File: src/rtl/core/mmutw_pkg.sv
// ----------------------------------------------------------------------------
// mmutw_pkg
// Shared types and codes for the two-level MMU table walker.
// ----------------------------------------------------------------------------
`default_nettype none

package mmutw_pkg;

  // Operation carried by an input word
  localparam logic OP_REQUEST    = 1'b0;
  localparam logic OP_DESCRIPTOR = 1'b1;

  // Kind of a result word
  localparam logic RK_READ = 1'b0;
  localparam logic RK_DONE = 1'b1;

  // Configuration register indexes
  localparam int unsigned CFG_IDX_W = 2;
  localparam logic [CFG_IDX_W-1:0] CFG_TABLE_BASE = 2'd0;
  localparam logic [CFG_IDX_W-1:0] CFG_DOM_CTRL   = 2'd1;
  localparam logic [CFG_IDX_W-1:0] CFG_SYSTEM_ROM = 2'd2;

  // Descriptor type field, bits 1..0
  localparam logic [1:0] L1_FAULT   = 2'd0;
  localparam logic [1:0] L1_PAGE    = 2'd1;
  localparam logic [1:0] L1_SECTION = 2'd2;
  localparam logic [1:0] L2_LARGE   = 2'd1;
  localparam logic [1:0] L2_SMALL   = 2'd2;

  // Domain access codes
  localparam logic [1:0] DA_NONE     = 2'd0;
  localparam logic [1:0] DA_CLIENT   = 2'd1;
  localparam logic [1:0] DA_RESERVED = 2'd2;
  localparam logic [1:0] DA_MANAGER  = 2'd3;

  // Access permission codes
  localparam logic [1:0] AP_ROM_SYS = 2'd0;
  localparam logic [1:0] AP_PRIV    = 2'd1;
  localparam logic [1:0] AP_USER_RO = 2'd2;

  // S/R bit settings for AP zero
  localparam logic [1:0] SR_SYSTEM = 2'd1;
  localparam logic [1:0] SR_ROM    = 2'd2;

  // Fault codes, low nibble of the fault status
  localparam logic [3:0] FC_TRANS_SECTION  = 4'h5;
  localparam logic [3:0] FC_TRANS_PAGE     = 4'h7;
  localparam logic [3:0] FC_DOMAIN_SECTION = 4'h9;
  localparam logic [3:0] FC_DOMAIN_PAGE    = 4'hb;
  localparam logic [3:0] FC_PERM_SECTION   = 4'hd;
  localparam logic [3:0] FC_PERM_PAGE      = 4'hf;

  typedef enum logic [1:0] {
    PH_IDLE   = 2'd0,
    PH_FIRST  = 2'd1,
    PH_SECOND = 2'd2
  } phase_e;

  typedef struct packed {
    logic        operation;
    logic [31:0] virtual_address;
    logic        wr_access;
    logic        is_prefetch;
    logic        privileged;
    logic [31:0] descriptor_data;
  } in_word_t;

  typedef struct packed {
    logic        result_kind;
    logic [31:0] read_address;
    logic [31:0] physical_address;
    logic        fault;
    logic [7:0]  abort_status;
    logic [31:0] abort_addr;
  } out_word_t;

endpackage

`default_nettype wire

File: src/rtl/core/mmutw_if.sv
// ----------------------------------------------------------------------------
// mmutw_if
// Valid/ready channels of the table walker: input, result and config write.
// ----------------------------------------------------------------------------
`default_nettype none

interface mmutw_in_if;
  logic                valid;
  logic                ready;
  mmutw_pkg::in_word_t data;

  modport source (output valid, output data, input ready);
  modport sink   (input valid, input data, output ready);
endinterface

interface mmutw_out_if;
  logic                 valid;
  logic                 ready;
  mmutw_pkg::out_word_t data;

  modport source (output valid, output data, input ready);
  modport sink   (input valid, input data, output ready);
endinterface

interface mmutw_cfg_if;
  logic                               valid;
  logic                               ready;
  logic [mmutw_pkg::CFG_IDX_W-1:0]    index;
  logic [31:0]                        wdata;

  modport source (output valid, output index, output wdata, input ready);
  modport sink   (input valid, input index, input wdata, output ready);
endinterface

`default_nettype wire

File: src/rtl/core/mmu_two_level_table_walk_top.sv
// ----------------------------------------------------------------------------
// mmu_two_level_table_walk_top
// Two-level page table walker: sections, large and small pages, domain and
// permission checks, fault status and fault address recording.
// ----------------------------------------------------------------------------
//
//  Channel  Dir  Handshake      Word
//  -------  ---  -------------  ------------------------------------------
//  in_i     in   valid/ready    request or returning descriptor
//  out_o    out  valid/ready    descriptor read request or finished result
//  cfg_i    in   valid/ready    register write: table base, domains, S/R
//
//  Every input word is decoded and checked in the cycle it is accepted; its
//  result is registered and shows on out_o, one word per cycle while
//  out_o.ready is high. The output register plus a skid entry let
//  a new word in while a result still waits; in_i.ready drops only while
//  the skid entry is full. A descriptor arriving with no walk in progress
//  produces no result. Reset clears the walk state, the fault and
//  configuration registers and both result valid flags to zero.
//
`default_nettype none

module mmu_two_level_table_walk_top (
  input  wire logic        clk_i,
  input  wire logic        rst_ni,
  mmutw_in_if.sink         in_i,
  mmutw_out_if.source      out_o,
  mmutw_cfg_if.sink        cfg_i
);

  // Configuration registers
  logic [17:0] table_base_q;
  logic [31:0] dom_ctrl_q;
  logic [1:0]  system_rom_q;

  // Walk state
  mmutw_pkg::phase_e phase_q, phase_d;
  logic [31:0] vaddr_q, vaddr_d;
  logic        write_q, write_d;
  logic        prefetch_q, prefetch_d;
  logic        priv_q, priv_d;
  logic [31:0] first_desc_q, first_desc_d;
  logic [7:0]  fsr_q, fsr_d;
  logic [31:0] far_q, far_d;

  // Result register and skid entry
  mmutw_pkg::out_word_t out_q, skid_q, rsp;
  logic                 out_valid_q, skid_valid_q;
  logic                 has_result;

  logic                 in_accept, out_take;
  mmutw_pkg::in_word_t  iw;

  // Decode helpers
  logic [31:0] desc;
  logic [3:0]  dom;
  logic [1:0]  dom_bits;
  logic [1:0]  ap;
  logic        perm_bad;
  logic [31:0] page_paddr;

  function automatic logic perm_denied(input logic [1:0] ap_bits, input logic [1:0] sr,
                                       input logic wr, input logic pr);
    logic res;
    res = 1'b0;
    case (ap_bits)
      mmutw_pkg::AP_ROM_SYS: begin
        if (sr == mmutw_pkg::SR_SYSTEM) begin
          res = !pr || wr;
        end else if (sr == mmutw_pkg::SR_ROM) begin
          res = wr;
        end else begin
          res = 1'b1;
        end
      end
      mmutw_pkg::AP_PRIV:    res = !pr;
      mmutw_pkg::AP_USER_RO: res = !pr && wr;
      default:               res = 1'b0;
    endcase
    return res;
  endfunction

  assign iw        = in_i.data;
  assign desc      = iw.descriptor_data;
  assign in_i.ready = !skid_valid_q;
  assign in_accept = in_i.valid && in_i.ready;
  assign out_take  = out_valid_q && out_o.ready;
  assign out_o.valid = out_valid_q;
  assign out_o.data  = out_q;
  assign cfg_i.ready = 1'b1;

  // Configuration writes; indexes past the list are dropped
  always_ff @(posedge clk_i or negedge rst_ni) begin
    if (!rst_ni) begin
      table_base_q <= '0;
      dom_ctrl_q   <= '0;
      system_rom_q <= '0;
    end else if (cfg_i.valid) begin
      unique case (cfg_i.index)
        mmutw_pkg::CFG_TABLE_BASE: table_base_q <= cfg_i.wdata[17:0];
        mmutw_pkg::CFG_DOM_CTRL:   dom_ctrl_q   <= cfg_i.wdata;
        mmutw_pkg::CFG_SYSTEM_ROM: system_rom_q <= cfg_i.wdata[1:0];
        default: ;
      endcase
    end
  end

  // Domain comes from the live descriptor on the first level, else the saved one
  assign dom      = (phase_q == mmutw_pkg::PH_FIRST) ? desc[8:5] : first_desc_q[8:5];
  assign dom_bits = dom_ctrl_q[{dom, 1'b0} +: 2];

  // AP field: section AP at 11..10; page subpage AP selected by vaddr bits
  always_comb begin
    logic [1:0] sub;
    sub = (desc[1:0] == mmutw_pkg::L2_LARGE) ? vaddr_q[15:14] : vaddr_q[11:10];
    if (phase_q == mmutw_pkg::PH_FIRST) begin
      ap = desc[11:10];
    end else begin
      ap = desc[{1'b0, sub, 1'b0} + 4'd4 +: 2];
    end
    page_paddr = (desc[1:0] == mmutw_pkg::L2_LARGE) ? {desc[31:16], vaddr_q[15:0]}
                                                     : {desc[31:12], vaddr_q[11:0]};
  end

  assign perm_bad = perm_denied(ap, system_rom_q, write_q, priv_q);

  // Next state of the walk
  always_comb begin
    phase_d      = phase_q;
    vaddr_d      = vaddr_q;
    write_d      = write_q;
    prefetch_d   = prefetch_q;
    priv_d       = priv_q;
    first_desc_d = first_desc_q;
    if (in_accept) begin
      if (iw.operation == mmutw_pkg::OP_REQUEST) begin
        // a request always restarts, abandoning any walk in flight
        phase_d    = mmutw_pkg::PH_FIRST;
        vaddr_d    = iw.virtual_address;
        write_d    = iw.wr_access;
        prefetch_d = iw.is_prefetch;
        priv_d     = iw.privileged;
      end else begin
        unique case (phase_q)
          mmutw_pkg::PH_FIRST: begin
            first_desc_d = desc;
            phase_d = (desc[1:0] == mmutw_pkg::L1_PAGE) ? mmutw_pkg::PH_SECOND
                                                        : mmutw_pkg::PH_IDLE;
          end
          mmutw_pkg::PH_SECOND: phase_d = mmutw_pkg::PH_IDLE;
          default: ;
        endcase
      end
    end
  end

  // Result word and fault register updates
  always_comb begin
    logic       flt;
    logic [3:0] code;
    flt        = 1'b0;
    code       = mmutw_pkg::FC_TRANS_SECTION;
    has_result = 1'b0;
    fsr_d      = fsr_q;
    far_d      = far_q;
    rsp        = '0;
    rsp.result_kind = mmutw_pkg::RK_DONE;
    if (in_accept) begin
      if (iw.operation == mmutw_pkg::OP_REQUEST) begin
        has_result       = 1'b1;
        rsp.result_kind  = mmutw_pkg::RK_READ;
        rsp.read_address = {table_base_q, iw.virtual_address[31:20], 2'b00};
      end else if (phase_q == mmutw_pkg::PH_FIRST) begin
        has_result = 1'b1;
        case (desc[1:0])
          mmutw_pkg::L1_PAGE: begin
            rsp.result_kind  = mmutw_pkg::RK_READ;
            rsp.read_address = {desc[31:10], vaddr_q[19:12], 2'b00};
          end
          mmutw_pkg::L1_SECTION: begin
            if (dom_bits == mmutw_pkg::DA_NONE || dom_bits == mmutw_pkg::DA_RESERVED) begin
              flt  = 1'b1;
              code = mmutw_pkg::FC_DOMAIN_SECTION;
            end else if (dom_bits == mmutw_pkg::DA_CLIENT && perm_bad) begin
              flt  = 1'b1;
              code = mmutw_pkg::FC_PERM_SECTION;
            end else begin
              rsp.physical_address = {desc[31:20], vaddr_q[19:0]};
            end
          end
          default: begin
            // type 0 and the reserved type 3 both abort as section translation
            flt  = 1'b1;
            code = mmutw_pkg::FC_TRANS_SECTION;
          end
        endcase
      end else if (phase_q == mmutw_pkg::PH_SECOND) begin
        has_result = 1'b1;
        if (desc[1:0] != mmutw_pkg::L2_LARGE && desc[1:0] != mmutw_pkg::L2_SMALL) begin
          flt  = 1'b1;
          code = mmutw_pkg::FC_TRANS_PAGE;
        end else if (dom_bits == mmutw_pkg::DA_NONE ||
                     dom_bits == mmutw_pkg::DA_RESERVED) begin
          flt  = 1'b1;
          code = mmutw_pkg::FC_DOMAIN_PAGE;
        end else if (dom_bits == mmutw_pkg::DA_CLIENT && perm_bad) begin
          flt  = 1'b1;
          code = mmutw_pkg::FC_PERM_PAGE;
        end else begin
          rsp.physical_address = page_paddr;
        end
      end
    end
    rsp.fault = flt;
    // record the fault only for data accesses
    if (flt && !prefetch_q) begin
      fsr_d = {dom, code};
      far_d = vaddr_q;
    end
    rsp.abort_status = fsr_d;
    rsp.abort_addr   = far_d;
  end

  always_ff @(posedge clk_i or negedge rst_ni) begin
    if (!rst_ni) begin
      phase_q      <= mmutw_pkg::PH_IDLE;
      vaddr_q      <= '0;
      write_q      <= 1'b0;
      prefetch_q   <= 1'b0;
      priv_q       <= 1'b0;
      first_desc_q <= '0;
      fsr_q        <= '0;
      far_q        <= '0;
    end else begin
      phase_q      <= phase_d;
      vaddr_q      <= vaddr_d;
      write_q      <= write_d;
      prefetch_q   <= prefetch_d;
      priv_q       <= priv_d;
      first_desc_q <= first_desc_d;
      fsr_q        <= fsr_d;
      far_q        <= far_d;
    end
  end

  // Output register and skid entry occupancy
  always_ff @(posedge clk_i or negedge rst_ni) begin
    if (!rst_ni) begin
      out_valid_q  <= 1'b0;
      skid_valid_q <= 1'b0;
    end else begin
      // advance: a new result fills the output register, or the skid entry
      // while the output register is held; drain the skid entry on a take
      if (has_result) begin
        out_valid_q <= 1'b1;
      end else if (out_take && !skid_valid_q) begin
        out_valid_q <= 1'b0;
      end
      if (out_take && skid_valid_q) begin
        skid_valid_q <= 1'b0;
      end else if (has_result && out_valid_q && !out_take) begin
        skid_valid_q <= 1'b1;
      end
    end
  end

  always_ff @(posedge clk_i) begin
    if (out_take && skid_valid_q) begin
      out_q <= skid_q;
    end else if (has_result) begin
      if (!out_valid_q || out_take) begin
        out_q <= rsp;
      end else begin
        skid_q <= rsp;
      end
    end
  end

  // Skid entry is only ever used behind a full output register
  assert property (@(posedge clk_i) disable iff (!rst_ni) skid_valid_q |-> out_valid_q)
    else $error("skid entry valid with empty output register");

  // Second level is reached only through a page table descriptor
  assert property (@(posedge clk_i) disable iff (!rst_ni)
    (phase_q == mmutw_pkg::PH_SECOND) |-> (first_desc_q[1:0] == mmutw_pkg::L1_PAGE))
    else $error("second-level walk without a page table descriptor");

  // A request always starts a first-level lookup
  assert property (@(posedge clk_i) disable iff (!rst_ni)
    (in_accept && iw.operation == mmutw_pkg::OP_REQUEST) |=> (phase_q == mmutw_pkg::PH_FIRST))
    else $error("request did not start a first-level lookup");

  // An aborted translation never carries a physical address
  assert property (@(posedge clk_i) disable iff (!rst_ni)
    (out_valid_q && out_q.fault) |->
      (out_q.physical_address == '0 && out_q.result_kind == mmutw_pkg::RK_DONE))
    else $error("fault result carries an address or wrong kind");

endmodule

`default_nettype wire

File: src/flat_wrapper.sv
// flat-port wrapper written by rule: the top's interface ports become plain ports
module mmu_two_level_table_walk_top_flat 
  (clk_i, rst_ni, in_i_valid, in_i_data, in_i_ready, out_o_valid, out_o_data, out_o_ready, cfg_i_valid, cfg_i_index, cfg_i_wdata, cfg_i_ready);
  mmutw_in_if in_i_i ();
  mmutw_out_if out_o_i ();
  mmutw_cfg_if cfg_i_i ();
  input  wire logic clk_i;
  input  wire logic rst_ni;
  input wire logic [$bits(in_i_i.valid)-1:0] in_i_valid;
  input wire logic [$bits(in_i_i.data)-1:0] in_i_data;
  output wire logic [$bits(in_i_i.ready)-1:0] in_i_ready;
  output wire logic [$bits(out_o_i.valid)-1:0] out_o_valid;
  output wire logic [$bits(out_o_i.data)-1:0] out_o_data;
  input wire logic [$bits(out_o_i.ready)-1:0] out_o_ready;
  input wire logic [$bits(cfg_i_i.valid)-1:0] cfg_i_valid;
  input wire logic [$bits(cfg_i_i.index)-1:0] cfg_i_index;
  input wire logic [$bits(cfg_i_i.wdata)-1:0] cfg_i_wdata;
  output wire logic [$bits(cfg_i_i.ready)-1:0] cfg_i_ready;
  assign in_i_i.valid = in_i_valid;
  assign in_i_i.data = in_i_data;
  assign in_i_ready = in_i_i.ready;
  assign out_o_valid = out_o_i.valid;
  assign out_o_data = out_o_i.data;
  assign out_o_i.ready = out_o_ready;
  assign cfg_i_i.valid = cfg_i_valid;
  assign cfg_i_i.index = cfg_i_index;
  assign cfg_i_i.wdata = cfg_i_wdata;
  assign cfg_i_ready = cfg_i_i.ready;
  mmu_two_level_table_walk_top u_core (.clk_i(clk_i), .rst_ni(rst_ni), .in_i(in_i_i), .out_o(out_o_i), .cfg_i(cfg_i_i));
endmodule
File: config.mk
export PLATFORM = sky130hd
export DESIGN_NAME = mmu_two_level_table_walk_top_flat
export DESIGN_NICKNAME = d
export VERILOG_FILES = /design/src/rtl/core/mmutw_pkg.sv /design/src/rtl/core/mmutw_if.sv /design/src/rtl/core/mmu_two_level_table_walk_top.sv /design/src/flat_wrapper.sv
export SDC_FILE = /design/constraint.sdc
export NUM_CORES = 1
export LEC_CHECK = 0
export ABC_AREA = 1
export BUFFER_PORTS_ARGS = -buffer_cell sky130_fd_sc_hd__buf_4
export CAP_MARGIN = 15
export CORE_ASPECT_RATIO = 0.7
export CORE_UTILIZATION = 60
export CTS_CLUSTER_SIZE = 16
export DETAILED_ROUTE_END_ITERATION = 8
export PLACE_DENSITY = 0.8
export SYNTH_ARGS = -nofsm -noshare
export SYNTH_HDL_FRONTEND = slang
export SYNTH_SLANG_ARGS = --single-unit
File: constraint.sdc
create_clock -name clk_i -period 17.65 [get_ports clk_i]
set_input_delay 3.53 -clock clk_i [delete_from_list [all_inputs] [get_ports clk_i]]
set_output_delay 3.53 -clock clk_i [all_outputs]
set_load 0.005 [all_outputs]
# Word level (Yosys, flattened, before mapping)
# Cells that the tools add are included.
# op_classes
n_reduce_logical,33
mux,54
shift,2
n_eq_ne,15
n_bitwise,3
n_addsub,1
# ops
cell,n
2-to-1 mux 32 bit,10
2-to-1 mux 106 bit,3
2-to-1 mux 33 bit,3
2-to-1 mux 65 bit,1
2-to-1 mux 4 bit,11
indexed part select 32 x 5 -> 2 bit,1
indexed part select 32 x 6 -> 2 bit,1
2-to-1 mux 1 bit,17
2-to-1 mux 16 bit,1
== test 2 x 1 -> 1 bit (second input constant),6
== test 2 bit (second input constant),6
AND reduction 2 bit,6
logical AND 1 bit,10
2-to-1 mux 2 bit,4
2-to-1 mux 8 bit,1
nonzero test 2 bit,4
logical NOT 2 bit,3
AND reduction 3 bit,2
logical NOT 1 bit,5
adder 3 x 3 -> 4 bit (second input constant),1
one-hot mux 2 bit (2 select lines),1
logical OR 1 bit,3
!= test 3 x 1 -> 1 bit (second input constant),1
NOT 1 bit,3
other kinds (4),4
# totals
elab_cells,133
inputBits,107
out_inout_bits,109
regBits,352

# Depth between registers and ports, before layout
# logic_depth
depth_word,20
mapped_depth,24
ltp_nobuf,20

# Worst setup path after synthesis
# OpenSTA, ideal clock, no wires.
# synth_path
path_kind,input port to flip-flop
startpoint,input in_i_valid
endpoint,"register u_core.out_q (netlist bit u_core.out_o.data[0]), enable pin"
setup_time_ns,0.710
required_time_ns,16.940
t_arrival_ns,11.109
path_buffers,0
slack_ns,5.831
path_stages,4
cell_sequence,nand2_1 > a21oi_1 > inv_1 > o21ai_0
# synth_between
elab_chain_len,4
# synth_rtl
element,line,source
"start, declared",flat_wrapper.sv:9,input wire logic [$bits(in_i_i.valid)-1:0] in_i_valid;
logical AND 1 bit,mmu_two_level_table_walk_top.sv:86,assign in_accept = in_i.valid && in_i.ready;
2-to-1 mux 1 bit,mmu_two_level_table_walk_top.sv:168,if (in_accept) begin
nonzero test 2 bit (no line),n/a,
AND reduction 2 bit (no line),n/a,
"end signal, assigned",mmu_two_level_table_walk_top.sv:269,out_q <= skid_q;
"end signal, assigned",mmu_two_level_table_walk_top.sv:272,out_q <= rsp;
"end, declared",mmu_two_level_table_walk_top.sv:47,"mmutw_pkg::out_word_t out_q, skid_q, rsp;"
# Every way passes these cells.
# A chain may end at the register's enable or synchronous reset.

# Worst setup path after layout
# layout_path
startpoint,input in_i_data[1]
endpoint,register u_core.out_q (netlist bit u_core.out_o.data[27]) (data pin)
# layout_between
elab_chain_len,20
elab_cells_between_ends,27
cone_classes,add/sub (1); eq/ne (6); shift (1); mux (15); reduce/logical (4)
# layout_rtl
element,line,source
"start, declared",flat_wrapper.sv:10,input wire logic [$bits(in_i_i.data)-1:0] in_i_data;
== test 2 x 1 -> 1 bit,"mmu_two_level_table_walk_top.sv:115, mmu_two_level_table_walk_top.sv:175",
2-to-1 mux 2 bit,mmu_two_level_table_walk_top.sv:115,sub = (desc[1:0] == mmutw_pkg::L2_LARGE) ? vaddr_q[15:14] : vaddr_q[11:10];
adder 3 x 3 -> 4 bit,mmu_two_level_table_walk_top.sv:119,"ap = desc[{1'b0, sub, 1'b0} + 4'd4 +: 2];"
indexed part select 32 x 5 -> 2 bit,mmu_two_level_table_walk_top.sv:119,
2-to-1 mux 2 bit,mmu_two_level_table_walk_top.sv:116,if (phase_q == mmutw_pkg::PH_FIRST) begin
"== test 2 bit, or another cell as far along",mmu_two_level_table_walk_top.sv:66,case (ap_bits)
one-hot mux 1 bit (3 select lines),mmu_two_level_table_walk_top.sv:66,
logical AND 1 bit,"mmu_two_level_table_walk_top.sv:184, mmu_two_level_table_walk_top.sv:206",
[4 not listed],n/a,
2-to-1 mux 1 bit (*),mmu_two_level_table_walk_top.sv:173,end else if (phase_q == mmutw_pkg::PH_FIRST) begin
2-to-1 mux 1 bit (*),mmu_two_level_table_walk_top.sv:169,if (iw.operation == mmutw_pkg::OP_REQUEST) begin
2-to-1 mux 1 bit (*),mmu_two_level_table_walk_top.sv:168,
logical AND 1 bit (*),mmu_two_level_table_walk_top.sv:216,if (flt && !prefetch_q) begin
2-to-1 mux 32 bit (*),mmu_two_level_table_walk_top.sv:216,
2-to-1 mux 106 bit (*),mmu_two_level_table_walk_top.sv:271,if (!out_valid_q || out_take) begin
2-to-1 mux 106 bit (*),mmu_two_level_table_walk_top.sv:270,end else if (has_result) begin
2-to-1 mux 106 bit (*),mmu_two_level_table_walk_top.sv:268,if (out_take && skid_valid_q) begin
# Every way passes the cells marked *; elsewhere a longest branch is shown, timed or not. The select of a mux whose other input is x is not followed.

==> out/results.ini <==
[critical_path]
worstPathRequired_ns = 18.07
timing.critical_path.mode_cell = nand3_1
rr_worst_depth = 20
r2r_end = u_core.out_o.data[27]
cp_top_family = simple AND/OR/NAND/NOR gates
worstSetupStartpoint = in_i_data[1]
crit_slowest_cell = nand3_2
slowest_delay_ns = 0.99
cp_num_buf_inv = 3
crit_path_cell_trace = buf_4, inv_1, ha_1, inv_1, nand2_1, nand3_1, nand3_1, nand3_1, nand2_1, nand3_1, nand3_1, nand2_1, nand3_1, nand2_1, nand2_2, nand3_2, nand2_1, nand3_1, nand2_1
start_kind = primary input
r2r_start = u_core.phase_q[1]
worstPathArrival_ns = 7.64
worstSetupPathType = in2reg
crit_path_max_fanout = 41
r2r_slack_ns = 12.33
endpoint_kind = register

[synth]
synth_seq_area_share = 0.6603
ys_types = 36
syn_avg_cell_area_um2 = 10.05
syn-cell-area_um2 = 14580
synth_cells = 1450
ys_seq_elements = 343
yosys_warnings = 0

[global_routing]
antenna_found_initial = 0
grt_pass1_vias = 10430
grt_pass1_wl_um = 56290
grt_start_max_net_pins = 76
grt_usage = 0.2889
grt-ovfl-total = 0

[layout]
fin_nets = 1748
regArea_um2 = 9624
drive_gt1_frac = 0.1769
nFillCells = 1677
multi_input_area_um2 = 3875
stdcell_area_um2 = 17430
syn_to_final_growth_pct = 19.55
n_antenna_cell = 0

[sta]
rsz0062_at_grt = false
final_hold_viol_count = 0
relSlewSlack = 0.2738
worst_slack_ns = 10.43
skew_ns = 0.01209
worst_slew_pin_slew_ns = 1.086
setup_viol_count_final = 0
post-route-period-util = 0.4090
finalSetupTns_ns = 0
fmax_mhz = 138.5
slew_viol_final = 0
finalCriticalPeriod_ns = 7.218

[route]
via_per_inst = 5.514
ant_nets = 0
num_vias = 10920
drc = 0
dr.pass1.iters = 8
wire_per_inst_um = 18.01
wirelength_um = 35670
initialDrtViolationCount = 1120

[run_status]
outcome = complete, no violations

[die]
fp-row-count = 47
die_h_um = 132.4
die_area_um2 = 24930
initial_core_util = 0.6135
io_pins = 216
core-area_um2 = 23760
fp.dieW_um = 188.3

[clocking]
cts_buffer_depth = 3
cts_tree = done
numCtsBuffers = 31
postCtsSetupBuffers = 0
cts_sinks = 343
clock_latency_ns = 0.57
hold_buffers = 0
root_buffer = clkbuf_16
cts-htree-levels = 1
cts_resized = 0
clk_pin_slew_worst_paths_ns = 0.07

[placed_design]
post-dp-hpwl_um = 22650
pre_cts_slack_ns = 10.00
port_buffers = 210
globalplace.congestion = 0.8819
placed_area_um2 = 16370

[hold_path]
min_from = u_core.dom_ctrl_q[8]
holdPathStages = 2
hp-class = reg2reg
hold_path_end = u_core.dom_ctrl_q[8]

[pwr]
p_total_mw = 2.725
p_per_area_nw_per_um2 = 156.4
irDropWorstVdd_mv = 0.1106
power.leakage_nw = 8.178

[flow_run]
maxCapViolCount = 0

## worst max-delay path by stage
| stage | to | slack, ns | cells past startpoint |
|---|---|---|---|
| floorplan | u_core.out_o.data[0] | 5.83 | 4 |
| global placement | u_core.out_o.data[23] | 10.05 | 19 |
| detailed placement | u_core.out_o.data[23] | 10.00 | 19 |
| CTS | u_core.out_o.data[27] | 10.56 | 19 |
| global route | u_core.out_o.data[17] | 10.01 | 19 |
| finish | u_core.out_o.data[27] | 10.43 | 19 |
## sequential cells by signal, indices dropped and copies added, names as in the netlist, 2 cells and up
signal and count:
u_core.out_o.data 104, u_core.skid_q 104, u_core.dom_ctrl_q 32, u_core.far_q 32
u_core.vaddr_q 32, u_core.table_base_q 18, u_core.fsr_q 8, u_core.first_desc_q 4
u_core.phase_q 2, u_core.system_rom_q 2
## cells in the final DEF, fill, tap and decap left out, drive strengths merged, types with 2 or more instances in the layout
cell / netlist / final
nand2: 384 / 384
buf: 31 / 221
inv: 216 / 217
edfxtp: 208 / 208
dfrtp: 135 / 135
o21ai: 112 / 112
nand3: 107 / 107
nor2: 64 / 64
clkbuf: 37 / 44
nand4: 39 / 39
and2: 39 / 39
a21oi: 32 / 32
o21bai: 12 / 12
clkinv: 0 / 10
a21boi: 7 / 7
mux2: 6 / 6
ha: 4 / 4
nand3b: 3 / 3
conb: 2 / 3
a32o: 2 / 2
a21o: 2 / 2
a31oi: 2 / 2
bufinv: 0 / 2
## routing by layer
| metal | global-route usage | part of all wire |
|---|---|---|
| met5 | 0 | 0 |
| met4 | 0.07527 | 0.025 |
| met3 | 0.05590 | 0.092 |
| met2 | 0.4332 | 0.45 |
| met1 | 0.4371 | 0.44 |
## cell type report
type | instances | share of cell area
flip-flops and latches | 343 | 0.5523
multi-input cells | 824 | 0.2224
well taps | 318 | 0.02283
repair buffers | 221 | 0.09657
clock buffers | 44 | 0.05206
inverters | 216 | 0.04667
clock inverters | 14 | 0.007180
## report_power, final
part           internal, mW  total, mW  switching, mW  leakage [nW]
registers              1.14       1.22         0.0790          3.51
clock network         0.387      0.684          0.297         0.513
logic                 0.286      0.823          0.537          4.16
total                  1.81       2.73          0.913          8.18
## cells in the mapped netlist
cell type  count  share of area
nand3_2        1        0.00069
o21ai_1        3         0.0010
ha_1           4         0.0034
inv_1        215          0.055
o32ai_1        1        0.00060
inv_2          1        0.00026
o21ai_2        2         0.0012
buf_1          7         0.0018
o21a_1         1        0.00052
a21o_1         2         0.0010
a21oi_4        1         0.0011
a21boi_0       7         0.0036
nor2_1        64          0.016
nand2_2        2        0.00086
o211ai_1       1        0.00052
buf_6          1        0.00077
mux2_2         6         0.0046
o21bai_1      12         0.0062
or2_2          1        0.00043
nand2_1      382          0.098
clkbuf_1      37         0.0095
nand3_1      106          0.036
nand3b_1       3         0.0015
o31ai_1        1        0.00052
a32o_1         2         0.0014
nand4_1       39          0.017
and2_1        39          0.017
nor3_1         1        0.00034
dfrtp_1      135           0.23
conb_1         2        0.00052
a31oi_1        2        0.00086
o21ai_0      107          0.037
edfxtp_1     208           0.43
buf_2         17         0.0058
a21oi_1       31          0.011
buf_4          6         0.0031
## cells by family after synthesis
kind of cell    Yosys count  share of synthesized area
flops                   343                     0.6603
other cells               2                  0.0005152
mux                       6                   0.004635
buf+inv                 284                    0.07665
simple gates            638                     0.1886
compound gates          173                    0.06592
fa+ha+maj                 4                   0.003434
## metrics by stage
step | utilization | hold slack, ns | cells
final | 0.7335 | 0.4813 | 1980
after global routing | 0.7335 | 0.5037 | 1980
after CTS | 0.7323 | 0.4840 | 1979
after detailed placement | 0.6889 | 0.4672 | 1921
after global placement | 0.6889 | 0.4489 | 1921
after floorplan | - | 0.4378 | 1451
## worst register-to-register path, delay by kind of cell (launching register included)
family | cells | cell delay (ns)
fa+ha+maj | 1 | 0.73
simple gates | 17 | 3.68
flops | 1 | 0.38
buf+inv | 2 | 0.37
Note: power is estimated with default switching activity, not from simulation.
